### config.mk
export PLATFORM = sky130hd
export DESIGN_NAME = io_regs_pixel_and_flash_pointer
export DESIGN_NICKNAME = d
export VERILOG_FILES = /design/src/rtl/iorpf_pkg.sv /design/src/rtl/io_regs_pixel_and_flash_pointer.sv /design/src/rtl/iorpf_ram.sv /design/src/rtl/iorpf_ctrl.sv /design/src/rtl/iorpf_dp.sv
export VERILOG_INCLUDE_DIRS = /design/src /design/src/rtl
export SDC_FILE = /design/constraint.sdc
export NUM_CORES = 2
export LEC_CHECK = 0
export BUFFER_PORTS_ARGS = -buffer_cell sky130_fd_sc_hd__buf_2
export CORE_MARGIN = 10
export CORE_UTILIZATION = 40
export CTS_BUF_LIST = sky130_fd_sc_hd__clkbuf_4 sky130_fd_sc_hd__clkbuf_8
export DETAILED_ROUTE_END_ITERATION = 6
export PLACE_DENSITY = 0.56
export SETUP_SLACK_MARGIN = 0.05
export SLEW_MARGIN = 20
export SYNTH_ARGS = -nofsm -noshare
export SYNTH_HDL_FRONTEND = slang
export SYNTH_HIERARCHICAL = 1
export SYNTH_SLANG_ARGS = --single-unit
export TNS_END_PERCENT = 1
### constraint.sdc
create_clock -name clk -period 10.8 [get_ports clk]
set_clock_uncertainty 0.2 [all_clocks]
set_input_delay 3.24 -clock clk [delete_from_list [all_inputs] [get_ports clk]]
set_output_delay 3.24 -clock clk [all_outputs]
set_load 0.02 [all_outputs]
### src/rtl/io_regs_pixel_and_flash_pointer_assert.svh
// Assertion macros shared by the pixel and flash pointer register block.
// No dependencies; define SYNTH to compile the checks out.
`ifndef IO_REGS_PIXEL_AND_FLASH_POINTER_ASSERT_SVH
`define IO_REGS_PIXEL_AND_FLASH_POINTER_ASSERT_SVH

`ifndef SYNTH
// Check a property on every clock edge outside of reset.
`define IORPF_ASSERT(label, clk, rst, prop) \
  label: assert property (@(posedge clk) disable iff (rst) prop) \
    else $error("check failed: label");
// Check a property on every clock edge, reset included.
`define IORPF_ASSERT_ALWAYS(label, clk, prop) \
  label: assert property (@(posedge clk) prop) \
    else $error("check failed: label");
`else
`define IORPF_ASSERT(label, clk, rst, prop)
`define IORPF_ASSERT_ALWAYS(label, clk, prop)
`endif

`endif

### src/rtl/iorpf_pkg.sv
// Shared types and constants for the pixel and flash pointer register block.
// No dependencies.
package iorpf_pkg;

  localparam int PIXEL_SLOTS = 64;
  localparam int CURSOR_W    = $clog2(PIXEL_SLOTS);
  localparam int COUNT_W     = CURSOR_W + 1;
  localparam int PIXEL_W     = 24;
  localparam int PTR_W       = 20;

  localparam logic [7:0] REG_CTRL   = 8'h80;
  localparam logic [7:0] REG_RED    = 8'h82;
  localparam logic [7:0] REG_GREEN  = 8'h84;
  localparam logic [7:0] REG_BLUE   = 8'h86;
  localparam logic [7:0] REG_FDATA  = 8'h90;
  localparam logic [7:0] REG_FADDR0 = 8'h92;
  localparam logic [7:0] REG_FADDR1 = 8'h94;
  localparam logic [7:0] REG_FADDR2 = 8'h96;

  localparam logic [7:0] CODE_RESET = 8'd254;
  localparam logic [7:0] CODE_FLUSH = 8'd255;

  localparam logic OP_READ    = 1'b0;
  localparam logic OP_WRITE   = 1'b1;
  localparam logic KIND_REPLY = 1'b0;
  localparam logic KIND_PIXEL = 1'b1;

  typedef enum logic [1:0] {
    ST_IDLE,
    ST_ACCESS,
    ST_FLUSH,
    ST_FLUSH_END
  } state_t;

  typedef struct packed {
    logic capture;      // latch the incoming transaction
    logic exec;         // carry out the latched transaction
    logic flush_issue;  // read the next pixel of a flush
  } cmd_t;

  typedef struct packed {
    logic flush_req;    // latched transaction is a flush command
    logic last_issue;   // flush index points at the final counted pixel
  } status_t;

endpackage

### src/rtl/io_regs_pixel_and_flash_pointer.sv
// Top level of the pixel and flash pointer register block.
// Depends on iorpf_pkg, iorpf_ctrl and iorpf_dp.

// A bus access is taken when start is high and busy is low. A read gives one
// result, marked by strobe for one cycle; the block is busy while it carries
// out the access and can take the next access in the cycle the result shows.
// Writes give no result. A flush (control write of 255) streams the counted
// pixels as one word per cycle from the pixel store RAM read port, the final
// one marked by last; the block stays busy through the access, flush and
// flush-end states. The receiver cannot stall: each result is valid only in
// its strobe cycle. The pixel store needs no clearing pass after reset;
// unwritten pixels read as 0.
module io_regs_pixel_and_flash_pointer (
  input  logic                          clk,
  input  logic                          rst,
  input  logic                          start,
  output logic                          busy,
  input  logic                          op,
  input  logic [7:0]                    addr,
  input  logic [7:0]                    bus_data,
  output logic                          strobe,
  output logic                          kind,
  output logic [7:0]                    read_data,
  output logic                          flash_fetch,
  output logic [iorpf_pkg::PTR_W-1:0]   flash_addr,
  output logic [iorpf_pkg::PIXEL_W-1:0] pixel_word,
  output logic                          last
);

  iorpf_pkg::cmd_t    cmd;
  iorpf_pkg::status_t status;

  iorpf_ctrl u_ctrl (
    .clk   (clk),
    .rst   (rst),
    .start (start),
    .status(status),
    .busy  (busy),
    .cmd   (cmd)
  );

  iorpf_dp u_dp (
    .clk        (clk),
    .rst        (rst),
    .cmd        (cmd),
    .status     (status),
    .op         (op),
    .addr       (addr),
    .bus_data   (bus_data),
    .strobe     (strobe),
    .kind       (kind),
    .read_data  (read_data),
    .flash_fetch(flash_fetch),
    .flash_addr (flash_addr),
    .pixel_word (pixel_word),
    .last       (last)
  );

endmodule

### src/rtl/iorpf_ram.sv
// Generic single-write, single-read RAM with registered read data.
// No dependencies.
module iorpf_ram #(
  parameter int WIDTH = 8,
  parameter int DEPTH = 64
) (
  input  logic                     clk,
  input  logic                     we,
  input  logic [$clog2(DEPTH)-1:0] waddr,
  input  logic [WIDTH-1:0]         wdata,
  input  logic [$clog2(DEPTH)-1:0] raddr,
  output logic [WIDTH-1:0]         rdata
);

  logic [WIDTH-1:0] mem [DEPTH];

  always_ff @(posedge clk) begin
    if (we) begin
      mem[waddr] <= wdata;
    end
    rdata <= mem[raddr];
  end

endmodule

### src/rtl/iorpf_ctrl.sv
// Controller state machine for the pixel and flash pointer register block.
// Depends on iorpf_pkg and the assertion macro header.
`include "io_regs_pixel_and_flash_pointer_assert.svh"

module iorpf_ctrl (
  input  logic               clk,
  input  logic               rst,
  input  logic               start,
  input  iorpf_pkg::status_t status,
  output logic               busy,
  output iorpf_pkg::cmd_t    cmd
);

  iorpf_pkg::state_t state, state_next;

  always_ff @(posedge clk) begin
    if (rst) begin
      state <= iorpf_pkg::ST_IDLE;
    end else begin
      state <= state_next;
    end
  end

  always_comb begin
    state_next = state;
    case (state)
      iorpf_pkg::ST_IDLE: begin
        if (start) begin
          state_next = iorpf_pkg::ST_ACCESS;
        end
      end
      iorpf_pkg::ST_ACCESS: begin
        state_next = status.flush_req ? iorpf_pkg::ST_FLUSH : iorpf_pkg::ST_IDLE;
      end
      iorpf_pkg::ST_FLUSH: begin
        if (status.last_issue) begin
          state_next = iorpf_pkg::ST_FLUSH_END;
        end
      end
      iorpf_pkg::ST_FLUSH_END: begin
        state_next = iorpf_pkg::ST_IDLE;
      end
      default: begin
        state_next = iorpf_pkg::ST_IDLE;
      end
    endcase
  end

  always_comb begin
    busy            = (state != iorpf_pkg::ST_IDLE);
    cmd.capture     = (state == iorpf_pkg::ST_IDLE) && start;
    cmd.exec        = (state == iorpf_pkg::ST_ACCESS);
    cmd.flush_issue = (state == iorpf_pkg::ST_FLUSH);
  end

  `IORPF_ASSERT_ALWAYS(a_idle_after_reset, clk, rst |=> state == iorpf_pkg::ST_IDLE)
  `IORPF_ASSERT(a_access_from_idle, clk, rst,
    $rose(busy) |-> $past(start) && state == iorpf_pkg::ST_ACCESS)
  `IORPF_ASSERT(a_flush_end_from_flush, clk, rst,
    state == iorpf_pkg::ST_FLUSH_END |-> $past(state) == iorpf_pkg::ST_FLUSH)

endmodule

### src/rtl/iorpf_dp.sv
// Datapath: pixel store, cursor, count, flash pointer and result registers.
// Depends on iorpf_pkg, iorpf_ram and the assertion macro header.
`include "io_regs_pixel_and_flash_pointer_assert.svh"

module iorpf_dp (
  input  logic                              clk,
  input  logic                              rst,
  input  iorpf_pkg::cmd_t                   cmd,
  output iorpf_pkg::status_t                status,
  input  logic                              op,
  input  logic [7:0]                        addr,
  input  logic [7:0]                        bus_data,
  output logic                              strobe,
  output logic                              kind,
  output logic [7:0]                        read_data,
  output logic                              flash_fetch,
  output logic [iorpf_pkg::PTR_W-1:0]       flash_addr,
  output logic [iorpf_pkg::PIXEL_W-1:0]     pixel_word,
  output logic                              last
);

  // Latched transaction
  logic       op_q;
  logic [7:0] addr_q;
  logic [7:0] data_q;

  logic [iorpf_pkg::CURSOR_W-1:0] cursor;
  logic [iorpf_pkg::COUNT_W-1:0]  count;
  logic [iorpf_pkg::PTR_W-1:0]    pointer;
  logic [iorpf_pkg::CURSOR_W-1:0] idx;
  logic [iorpf_pkg::PIXEL_SLOTS-1:0] valid;
  logic                           vld_q;
  logic                           issue_d;
  logic                           last_d;

  logic                           ram_we;
  logic [iorpf_pkg::PIXEL_W-1:0]  ram_wdata;
  logic [iorpf_pkg::CURSOR_W-1:0] ram_raddr;
  logic [iorpf_pkg::PIXEL_W-1:0]  ram_rdata;
  logic [iorpf_pkg::PIXEL_W-1:0]  px;

  logic [iorpf_pkg::CURSOR_W-1:0] cursor_next;
  logic [iorpf_pkg::COUNT_W-1:0]  count_next;
  logic [iorpf_pkg::PTR_W-1:0]    pointer_next;
  logic [7:0]                     reply;
  logic                           is_read;

  iorpf_ram #(
    .WIDTH(iorpf_pkg::PIXEL_W),
    .DEPTH(iorpf_pkg::PIXEL_SLOTS)
  ) u_store (
    .clk  (clk),
    .we   (ram_we),
    .waddr(cursor),
    .wdata(ram_wdata),
    .raddr(ram_raddr),
    .rdata(ram_rdata)
  );

  // Walk the store during a flush, otherwise keep the current pixel ready.
  assign ram_raddr = cmd.flush_issue ? idx : cursor;
  // Entries never written read as zero.
  assign px        = vld_q ? ram_rdata : '0;
  assign is_read   = (op_q == iorpf_pkg::OP_READ);

  assign status.flush_req  = (op_q == iorpf_pkg::OP_WRITE) && (addr_q == iorpf_pkg::REG_CTRL)
                             && (data_q == iorpf_pkg::CODE_FLUSH);
  assign status.last_issue = ({1'b0, idx} == count - iorpf_pkg::COUNT_W'(1));

  always_comb begin
    ram_we       = 1'b0;
    ram_wdata    = px;
    cursor_next  = cursor;
    count_next   = count;
    pointer_next = pointer;
    reply        = '0;
    if (cmd.exec) begin
      if (!is_read) begin
        case (addr_q)
          iorpf_pkg::REG_CTRL: begin
            if (data_q == iorpf_pkg::CODE_RESET) begin
              count_next  = iorpf_pkg::COUNT_W'(1);
              cursor_next = '0;
            end else if (data_q < 8'(iorpf_pkg::PIXEL_SLOTS)) begin
              cursor_next = data_q[iorpf_pkg::CURSOR_W-1:0];
              if ({1'b0, data_q} >= 9'(count)) begin
                count_next = iorpf_pkg::COUNT_W'(data_q) + iorpf_pkg::COUNT_W'(1);
              end
            end
          end
          iorpf_pkg::REG_RED: begin
            ram_we    = 1'b1;
            ram_wdata = {px[23:16], data_q, px[7:0]};
          end
          iorpf_pkg::REG_GREEN: begin
            ram_we    = 1'b1;
            ram_wdata = {data_q, px[15:0]};
          end
          iorpf_pkg::REG_BLUE: begin
            ram_we    = 1'b1;
            ram_wdata = {px[23:8], data_q};
          end
          iorpf_pkg::REG_FADDR0: pointer_next = {pointer[19:8], data_q};
          iorpf_pkg::REG_FADDR1: pointer_next = {pointer[19:16], data_q, pointer[7:0]};
          iorpf_pkg::REG_FADDR2: pointer_next = {data_q[3:0], pointer[15:0]};
          default: ;
        endcase
      end else begin
        case (addr_q)
          iorpf_pkg::REG_CTRL:   reply = 8'(cursor);
          iorpf_pkg::REG_RED:    reply = px[15:8];
          iorpf_pkg::REG_GREEN:  reply = px[23:16];
          iorpf_pkg::REG_BLUE:   reply = px[7:0];
          iorpf_pkg::REG_FADDR0: reply = pointer[7:0];
          iorpf_pkg::REG_FADDR1: reply = pointer[15:8];
          iorpf_pkg::REG_FADDR2: reply = {4'b0, pointer[19:16]};
          // Advance the pointer past the fetched byte; wraps at 20 bits.
          iorpf_pkg::REG_FDATA:  pointer_next = pointer + iorpf_pkg::PTR_W'(1);
          default:               reply = '0;
        endcase
      end
    end
  end

  always_ff @(posedge clk) begin
    if (cmd.capture) begin
      op_q   <= op;
      addr_q <= addr;
      data_q <= bus_data;
    end
    vld_q <= valid[ram_raddr];
    if (cmd.exec) begin
      idx <= '0;
    end else if (cmd.flush_issue) begin
      idx <= idx + iorpf_pkg::CURSOR_W'(1);
    end
    last_d <= status.last_issue;
  end

  always_ff @(posedge clk) begin
    if (rst) begin
      valid   <= '0;
      cursor  <= '0;
      count   <= iorpf_pkg::COUNT_W'(1);
      pointer <= '0;
      issue_d <= 1'b0;
      strobe  <= 1'b0;
    end else begin
      if (ram_we) begin
        valid[cursor] <= 1'b1;
      end
      cursor  <= cursor_next;
      count   <= count_next;
      pointer <= pointer_next;
      issue_d <= cmd.flush_issue;
      strobe  <= (cmd.exec && is_read) || issue_d;
    end
  end

  // Result registers; hold between transactions.
  always_ff @(posedge clk) begin
    if (cmd.exec && is_read) begin
      kind        <= iorpf_pkg::KIND_REPLY;
      read_data   <= reply;
      flash_fetch <= (addr_q == iorpf_pkg::REG_FDATA);
      flash_addr  <= (addr_q == iorpf_pkg::REG_FDATA) ? pointer : '0;
      pixel_word  <= '0;
      last        <= 1'b1;
    end else if (issue_d) begin
      kind        <= iorpf_pkg::KIND_PIXEL;
      read_data   <= '0;
      flash_fetch <= 1'b0;
      flash_addr  <= '0;
      pixel_word  <= px;
      last        <= last_d;
    end
  end

  `IORPF_ASSERT(a_reply_is_last, clk, rst,
    strobe && kind == iorpf_pkg::KIND_REPLY |-> last)
  `IORPF_ASSERT(a_pixel_clean, clk, rst,
    strobe && kind == iorpf_pkg::KIND_PIXEL |-> read_data == 8'd0 && !flash_fetch)
  `IORPF_ASSERT(a_count_range, clk, rst,
    count != '0 && count <= iorpf_pkg::COUNT_W'(iorpf_pkg::PIXEL_SLOTS))

endmodule

==> flow_summary.ini <==
[critical_path]
path_cells = nand2b_1, inv_1, buf_4, mux2i_2, buf_4, inv_8, buf_4, buf_12, mux4_2, mux2_2, o22ai_1, a221oi_1, o21a_1
crit_arrival_ps = 6330
path_common_cell = buf_4
critical_path.slowest_cell = buf_4
startpoint_type = flop
crit_buf_inv = 6
path_class = flop to flop
end_kind = flop
cp_top_family = buffers and inverters
crit_fanout = 71
required_ps = 11500
slowest_delay_ps = 680

[power]
seq_power_share_pct = 56.2
swShare_pct = 20.13
p_leak_nw = 24.87
p_per_area_nw_per_um2 = 166.9
p_comb_share_pct = 0.4
worst_ir_drop_vdd_mv = 0.1403
switchingPower_mw = 2.604
p_int_mw = 10.33
p_clk_share_pct = 43.4

[synthesis]
syn_area_um2 = 68260
synth-edff-count = 1582
syn_nets = 3683
ys_top_cells_by_area = edfxtp_1, mux4_2, dfxtp_1
postSynthCellCount = 3651
synth_top_area_share_pct = 69.59
async_flop_share_pct = 0
synth-warning-count = 6
ys.flop_type = edfxtp_1
synth.distinct_cells = 80
synth.yosys.seq_area_share_pct = 74.25
synth.avg_cell_area_um2 = 18.70
synth_top_cell_by_area = edfxtp_1
ys_seq_elements = 1741

[die]
row_count = 151
ios = 77
start_util_pct = 40.28
die_area_um2 = 187600
die_y_um = 433.1
die_w_um = 433.1
fp.coreArea_um2 = 169500

[status]
status = complete, no violations

[job]
cap_violations = 0

[hold_path]
holdCritStartpoint = u_dp/valid[32]
hp-class = flop to flop

[drt]
wl_per_cell_um = 29.93
viasPerCell = 5.829
drtPass1Iterations = 5
num_vias = 37089
drc_errors = 0
drt_iter0_drc = 4127
drt.antenna.violating_nets = 0
wirelength_um = 190400

[placement]
port_buffers = 76
dpl.hpwl_um = 110500
place.gp.congestion = 0.8412
dpl_cell_area_um2 = 71980

[grt]
antenna_found_initial = 6
grt_max_degree = 99
gr-total-overflow = 0
grt_pass1_vias = 36811
grt_usage_pct = 20.02
grt_pass1_wl_um = 272000

[cells_and_area]
fin_area_um2 = 77490
drive_above_1_share_pct = 29.31
nNetsFinal = 3979
syn_to_final_growth_pct = 13.52

[clock_network]
numCtsBuffers = 295
post_cts_buffers = 0
clock_latency_ps = 1020
cts.path.max_buffers = 4
ctsHtreeMaxLevel = 5
cts_tree = yes
root_buffer = clkbuf_8
cts_resized = 0
clkTransAtPathRegs_ps = 60
cts.sinks = 1741
cts_hold_buf = 0

[timing]
relSlewSlack_pct = 25.50
worst_pin_slew_ps = 1109
hold_viol_final = 0
setup-tns-final_ps = 0
setup_viol = 0
finalCritPeriodShare_pct = 52.15
slew_violations = 0
rsz0062_at_grt = false
fmax_ghz = 0.1775
post-route-min-period_ps = 5633
-- metrics by stage --
step / setup WS (ps) / total power, mW / hold slack (ps) / util (%) / instances
final: 5167 / 12.94 / 264.6 / 45.73 / 6363
after CTS: 5028 / 13.07 / 265.9 / 45.71 / 6359
after global placement: 5070 / 7.457 / 241.9 / 42.45 / 5864
after floorplan: 5504 / 7.433 / 221.4 / - / 3651
after global routing: 4788 / 13.38 / 290.6 / 45.72 / 6361
after detailed placement: 5072 / 7.457 / 250.3 / 42.47 / 5867
-- synthesized netlist by cell type, types with 28 or more instances --
| master | number |
|---|---|
| nor2_1 | 193 |
| nand3_1 | 70 |
| a31oi_1 | 32 |
| nand2_1 | 146 |
| a221oi_1 | 56 |
| and2_1 | 28 |
| a22oi_1 | 40 |
| mux4_2 | 363 |
| buf_2 | 54 |
| o21ai_0 | 62 |
| dfxtp_1 | 159 |
| clkbuf_1 | 107 |
| nand2b_1 | 41 |
| buf_4 | 32 |
| edfxtp_1 | 1582 |
| o22ai_1 | 57 |
| a21oi_1 | 157 |
| mux2i_1 | 106 |
| mux2_2 | 57 |
-- cell type report --
type | count | area (um2)
inverter | 23 | 102.6
timing repair buffer | 223 | 1544
clock inverter | 81 | 430.4
antenna | 3 | 7.507
fill | 14410 | 91980
multi-input combinational | 1663 | 16890
sequential | 1741 | 50690
tap | 2218 | 2775
clock buffer | 411 | 5050
-- sequential cells by signal (all words and copies together), names as in the netlist, 6 cells and up, named ones only --
register	cells
u_dp/u_store/mem	1536
u_dp/read_data	8
u_dp/pointer	20
u_dp/valid	64
u_dp/cursor	6
u_dp/pixel_word	24
u_dp/flash_addr	20
u_dp/addr_q	8
u_dp/count	7
u_dp/idx	6
u_dp/u_store/rdata	24
u_dp/data_q	8
-- placed cells by master (no fill, tap or decap), types with 66 or more instances in the layout --
cell type,count
a21oi_1,157
buf_2,77
buf_4,141
clkbuf_4,97
clkbuf_8,314
dfxtp_1,157
edfxtp_1,1582
mux2i_1,105
mux4_2,363
nand2_1,145
nand3_1,70
nor2_1,128
nor2_2,66
-- worst min-delay path: cells and delay by family (launching register included) --
kind / cells / cell delay (ps)
flip-flops: 1 / 320
AND/OR/NAND/NOR: 1 / 70
AO/OA/AOI/OAI: 1 / 40
-- power by group through the flow --
stage	Clock (mW)	Combinational [mW]	Sequential [mW]
2_1_floorplan	0	0.0349	7.40
6_report	5.62	0.0510	7.27
3_3_place_gp	0	0.0504	7.41
5_1_grt	6.06	0.0562	7.26
4_1_cts	5.76	0.0515	7.26
3_5_place_dp	0	0.0513	7.41
-- final timing paths --
check | end | slack [ps] | cells past startpoint
worst max-delay path | u_dp/u_store/rdata[13] | 5170 | 13
worst min-delay path | u_dp/valid[32] | 260 | 2
worst max register to register | u_dp/u_store/rdata[13] | 5170 | 13
worst min register to register | u_dp/valid[32] | 260 | 2
-- metal layers --
layer | vias to the layer above | wire length [um] | global-route usage [%]
li1 | 15460 | - | -
met5 | - | 0 | 0
met1 | 19695 | 81880 | 28.64
met2 | 1614 | 86330 | 30.10
met3 | 320 | 16280 | 4.780
met4 | 0 | 5927 | 6.755
-- kinds of logic (layout without fill, tap and decap cells) --
logic type,after synthesis,after routing,share of synthesized area (%)
muxes,526,526,14.47
buffers and inverters,247,738,1.749
adders and majority gates,12,12,0.2199
DFF,1741,1741,74.25
and+or+nand+nor,618,618,4.449
xor gates and xnor gates,20,20,0.2566
AOI/OAI and AO/OA,487,487,4.601
other,0,3,0
No activity file was read; power rests on OpenSTA's default activity.
